[config.mk]
export PLATFORM = sky130hd
export DESIGN_NAME = ibos_ctrl
export DESIGN_NICKNAME = d
export VERILOG_FILES = /design/src/ibos_pkg.sv /design/src/ibos_ctrl.sv
export SDC_FILE = /design/constraint.sdc
export NUM_CORES = 1
export LEC_CHECK = 0
export ABC_AREA = 1
export BUFFER_PORTS_ARGS = -buffer_cell sky130_fd_sc_hd__clkbuf_2
export CAP_MARGIN = 15
export CORE_AREA = 2 2 39 41
export CTS_BUF_LIST = sky130_fd_sc_hd__clkbuf_8
export CTS_CLUSTER_SIZE = 25
export DETAILED_ROUTE_END_ITERATION = 10
export DIE_AREA = 0 0 41 43
export PLACE_DENSITY_LB_ADDON = 0.2
export SLEW_MARGIN = 10
export SYNTH_ARGS = -nofsm -noshare
export SYNTH_HDL_FRONTEND = slang
export SYNTH_SLANG_ARGS = --single-unit
[constraint.sdc]
create_clock -name clk -period 1.42 [get_ports clk]
set_input_delay 0.284 -clock clk [delete_from_list [all_inputs] [get_ports clk]]
set_output_delay 0.284 -clock clk [all_outputs]
set_load 0.05 [all_outputs]
[src/ibos_pkg.sv]
// ----------------------------------------------------------------------------
// ibos_pkg
// Shared types and constants for the interval best-overlap search unit.
// ----------------------------------------------------------------------------
package ibos_pkg;

  localparam int ChromW   = 8;
  localparam int CoordW   = 31;
  localparam int StrandW  = 2;
  localparam int FuncW    = 2;
  localparam int IndexW   = 10;
  localparam int RatioW   = 16;
  localparam int RadiusW  = 8;
  localparam int LenW     = CoordW + 1;
  localparam int DivCntW  = $clog2(RatioW);

  localparam logic [RadiusW-1:0] RadiusReset = RadiusW'(50);

  // Word index of the window radius register
  localparam logic REG_WINDOW_RADIUS = 1'b0;

  localparam logic [FuncW-1:0] FUNC_APPEND = 2'd0;
  localparam logic [FuncW-1:0] FUNC_QUERY  = 2'd1;
  localparam logic [FuncW-1:0] FUNC_CLEAR  = 2'd2;
  localparam logic [FuncW-1:0] FUNC_NOP    = 2'd3;

  typedef struct packed {
    logic [ChromW-1:0]  chrom;
    logic [CoordW-1:0]  start_pos;
    logic [CoordW-1:0]  end_pos;
    logic [StrandW-1:0] strand;
  } entry_t;

  typedef struct packed {
    logic load_query;
    logic append;
    logic clear;
    logic srch_upd;
    logic scan_init;
    logic scan_issue;
    logic div_init;
    logic div_sel;
    logic div_step;
    logic out_load;
  } ctrl_cmd_t;

  typedef struct packed {
    logic no_search;
    logic srch_more;
    logic scan_last;
    logic div_last;
    logic out_busy;
  } dp_sts_t;

endpackage

[src/ibos_ctrl.sv]
// ----------------------------------------------------------------------------
// ibos_ctrl
// Sequencer: request decode, binary search, window scan, divisions, result.
// ----------------------------------------------------------------------------
module ibos_ctrl import ibos_pkg::*; (
  input  logic              clk,
  input  logic              rst,
  input  logic              req_valid,
  input  logic [FuncW-1:0]  req_func,
  output logic              req_ready,
  input  dp_sts_t           sts,
  output ctrl_cmd_t         cmd
);

  typedef enum logic [3:0] {
    IDLE, SRCH_CHK, SRCH_RD, SRCH_CMP, SCAN_SET, SCAN, SCAN_DRAIN,
    DIV_SETUP, DIV_Q, DIV_E, RESULT
  } state_t;

  state_t state;
  state_t state_next;

  assign req_ready = (state == IDLE);

  always_comb begin
    cmd        = '0;
    state_next = state;
    case (state)
      IDLE: begin
        if (req_valid) begin
          case (req_func)
            FUNC_QUERY: begin
              cmd.load_query = 1'b1;
              state_next     = SRCH_CHK;
            end
            FUNC_APPEND: cmd.append = 1'b1;
            FUNC_CLEAR:  cmd.clear  = 1'b1;
            default: ;
          endcase
        end
      end
      SRCH_CHK: begin
        if (sts.no_search) begin
          state_next = RESULT;
        end else if (sts.srch_more) begin
          state_next = SRCH_RD;
        end else begin
          state_next = SCAN_SET;
        end
      end
      SRCH_RD: state_next = SRCH_CMP;
      SRCH_CMP: begin
        cmd.srch_upd = 1'b1;
        state_next   = SRCH_CHK;
      end
      SCAN_SET: begin
        cmd.scan_init = 1'b1;
        state_next    = SCAN;
      end
      SCAN: begin
        cmd.scan_issue = 1'b1;
        if (sts.scan_last) begin
          state_next = SCAN_DRAIN;
        end
      end
      SCAN_DRAIN: state_next = DIV_SETUP;
      DIV_SETUP: begin
        cmd.div_init = 1'b1;
        state_next   = DIV_Q;
      end
      DIV_Q: begin
        cmd.div_step = 1'b1;
        if (sts.div_last) begin
          cmd.div_init = 1'b1;
          cmd.div_sel  = 1'b1;
          state_next   = DIV_E;
        end
      end
      DIV_E: begin
        cmd.div_step = 1'b1;
        if (sts.div_last) begin
          state_next = RESULT;
        end
      end
      RESULT: begin
        if (!sts.out_busy) begin
          cmd.out_load = 1'b1;
          state_next   = IDLE;
        end
      end
      default: state_next = IDLE;
    endcase
  end

  always_ff @(posedge clk) begin
    if (rst) begin
      state <= IDLE;
    end else begin
      state <= state_next;
    end
  end

endmodule

## Yosys cells after proc, flatten, opt, wreduce, memory -nomap -nowiden

Index checks and enable logic that the tools add are counted.

- Word-level logic and storage cells: 46
- Bits of input ports: 10
- Flip-flop bits (word level): 4
- Output and inout port bits: 11

- Eq/ne operators: 18
- Mux-type cells: 23
- Reductions and logical operators: 4

Operators by type and width:

| operator | count |
|---|---|
| 4-bit case mux with 11 select lines | 1 |
| 4-bit 2-to-1 mux | 7 |
| 4-bit by 3-bit == test with 1-bit output (second input constant) | 4 |
| 4-bit == test (second input constant) | 3 |
| 1-bit 2-to-1 mux | 10 |
| 2-bit inequality test (second input constant) | 5 |
| 3-bit 2-to-1 mux | 3 |
| 4-bit by 2-bit == test with 1-bit output (second input constant) | 2 |
| 6-bit AND reduction | 1 |
| 4-bit by 1-bit == test with 1-bit output (second input constant) | 1 |
| 4-bit zero test | 1 |
| 2-bit by 1-bit == test with 1-bit output (second input constant) | 1 |
| 2-bit == test (second input constant) | 1 |
| 2-bit zero test | 1 |
| 2-bit 2-to-1 mux | 1 |
| 2-bit by 1-bit inequality test with 1-bit output (second input constant) | 1 |
| 1-bit case mux with 2 select lines | 1 |
| 2-bit OR reduction | 1 |

## Depth between registers and ports, before layout

- Depth in word-level cells: 4
- Depth in mapped cells: 7
- Gate-level depth less buffers: 7

## Least setup slack after synthesis

No wires, ideal clock.

- Kind: flip-flop to output port
- Start: register state[1]
- End: output cmd[7] in the netlist's numbering
- Slack: -0.977 ns
- Stages on the path, launching flop included: 4
- Data arrival time: 2.113 ns
- Buffers on the path: 0
- Required time: 1.136 ns
- Cells stage by stage: dfxtp_1 nor2_1 nand2_1 nor4_1

RTL lines:

| item | RTL line | source |
|---|---|---|
| from (decl) | ibos_ctrl.sv:20 | `state_t state;` |
| from (signal assigned) | ibos_ctrl.sv:99 | `state <= state_next;` |
| to (decl) | ibos_ctrl.sv:12 | `output ctrl_cmd_t cmd` |

==> out/summary.txt <==
CTS buffer count - 3
HPWL Detailed - 923 um
Largest net degree at the start of global routing - 8
Largest family of logic cells by synthesized area - simple AND/OR/NAND/NOR gates
Global-route usage over all layers - 0.178
Largest registers - state: 4 flops
Post-Synth Adder-Cell Area - 0
Clk slew on worst S/H paths - 0.03 ns
RD Place Congestion - 0.852
Via Count - 579
Area of the die - 0.00176 mm2
R2R setup slack - 0.17 ns
Max reg flops - 4
Synth cell types - 18
ANT cells - 0
Setup WS post-layout - -0.0776 ns
CP peak stage delay - 0.37 ns
Kind of cell adding the most delay to the critical path - flip-flops
GR Overflow Total - 0
Post-Syn Nets - 83
CTS Sinks - 4
Fill cell count - 114
Worst path required time - 1.14 ns
Number of global-route vias before repair - 573
Synth Register Bits - 4
Final Hold Fails - 0
Crit-path cells - nand2_1 -> clkinv_1 -> nand2_1 -> o21ai_2 -> clkbuf_8
Max clock buf depth - 2
Element type at the critical path start - register
Mux contribution to synthesized area - 0
Final net count - 119
Final period util - 1.05
Worst VDD drop - 750 uV
Pre-antenna DRT Iters - 4
Slew Limit Fails - 0
Setup Slack @ Placement - 0.00857 ns
Most common cell after layout, fill and taps aside - nand2_1
Syn_area_per_cell - 5.57 um2
Total wire length - 1.26 mm
Syn-to-layout area delta - 123%
Worst skew pair latency - 0.22 ns
Most frequent cells in the layout - nand2_1, nor2_4, clkbuf_2, buf_4, buf_8
IO Port Bufs - 20
Failing checks - setup timing
Max-cap viol count - 0
WL/cell - 10.2 um
Share of cells above drive strength 1 - 0.654
DIE HEIGHT - 43 um
Row cnt - 14
TritonCTS clock tree - built
Time the worst path needs with I/O delays and setup - 1.50 ns
Final setup fails - 9
H-tree levels - 1
Mapped Cells - 73
Post-synthesis compound-gate area fraction - 0.114
Register area share after synthesis - 0.197
Worst path slowest cell - dfxtp_4
IO Pins - 21
CP Capture Type - output pin
Initial antenna violation count - 0
Actual slew at the worst max-slew pin - 0.234 ns
Hold slack final - 0.267 ns
Clk root buf - clkbuf_8
Global-route wire length before repair - 2.11 mm
Hold/Removal Path Class - input pin to register
Clk_skew - 0.000428 ns
Vias/cell - 4.71
Most flops, register - state
Antenna-violating nets left - 0
Starting density of the core - 0.294
Mapped Area - 407 um2
CP most frequent cell - nand2_1
Ys Warns - 0
Outcome - complete, but fails checks
DRC viols - 0
Area of the core - 0.00138 mm2
Post-synthesis simple-gate area fraction - 0.551
Critical path buffers and inverters - 2
Xor-xnor portion of the synthesized cell area - 0
Drt initial violations - 4
Leak - 0.411 nW
Width of the die - 41 um
Setup Crit Path Kind - register to output pin
RSZ-0062 raised after global routing - yes
Max-slew headroom - 0.843
WP data arrival - 1.21 ns
Pwr dens - 758 mW/mm2
Max Fclk - 0.668 GHz
CP Max Fanout - 7
worst register-to-register path: stages (launching register included):
cell and delay [ns]:
dfxtp_4 0.38, inv_4 0.07, nor2_4 0.04, buf_4 0.13
buf_4 0.12, nand3_2 0.07, nand2_2 0.06, nor2_2 0.14
nand2_1 0.06, a21oi_1 0.12
final timing paths:
path,startpoint,endpoint,cells past startpoint
setup / recovery,state[1]$_SDFFE_PP0P_,cmd[3],5
hold / removal,rst,state[3]$_SDFFE_PP0P_,2
setup reg to reg,state[3]$_SDFFE_PP0P_,state[0]$_SDFFE_PP0P_,9
hold reg to reg,state[3]$_SDFFE_PP0P_,state[3]$_SDFFE_PP0P_,4
cell families (layout without fill, tap and decap cells):
family | after synthesis | count (layout)
simple gates | 46 | 46
buf+inv | 15 | 49
compound gates | 8 | 8
flops | 4 | 4
synth_stat cells:
cell type  instances  area share
nor2_2             4       0.062
a21oi_1            3       0.037
inv_2              4       0.037
o21a_1             1       0.018
nand3_1            5       0.062
o21ai_1            2       0.025
nand3_2            3       0.074
dfxtp_1            4        0.20
nor2_1            12        0.11
nand2_2            1       0.015
nor3_1             1       0.012
nor2_4             1       0.028
nor4_1             2       0.031
inv_1             10       0.092
o21ai_0            1       0.012
a21oi_2            1       0.022
nand2_1           17        0.16
clkinv_1           1      0.0092
layout make-up:
type | count | area [um2] | area share
flip-flops and latches | 4 | 95.1 | 0.105
inverters | 15 | 63.8 | 0.0703
clock buffers | 3 | 41.3 | 0.0455
repair buffers | 31 | 294 | 0.324
well taps | 16 | 20.0 | 0.0221
multi-input cells | 54 | 393 | 0.433
report_power, final:
part	internal (W)	switching, W
Combinational	0.000132	0.000179
Sequential	0.000118	0.0000179
Clock	0.000181	0.0000593
metal layers:
metal	vias to the layer above	wire length [um]	global-route usage
met4	0	8	0.100
met5	-	0	0
met2	14	718	0.291
li1	297	-	-
met1	266	482	0.192
met3	2	48	0.0471
stage by stage:
step,instances,setup TNS (ns),power (W),instance area [um2],utilization
5_1_grt,123,-0.945,0.000728,907,0.656
4_1_cts,122,-0.507,0.000668,855,0.618
3_5_place_dp,114,0,0.000366,631,0.456
6_report,123,-0.363,0.000687,907,0.656
3_3_place_gp,114,-0.00180,0.000364,631,0.456
2_1_floorplan,73,-0.238,0.000296,473,-
timing repair:
action,CTS,global route
setup buffers,5,1
endpoints found under the setup margin,11,11
pin swaps,5,2
resized for setup,37,20
hold buffers,0,0
endpoints found under the hold margin,0,0
Power figures use the tool's default switching activity.
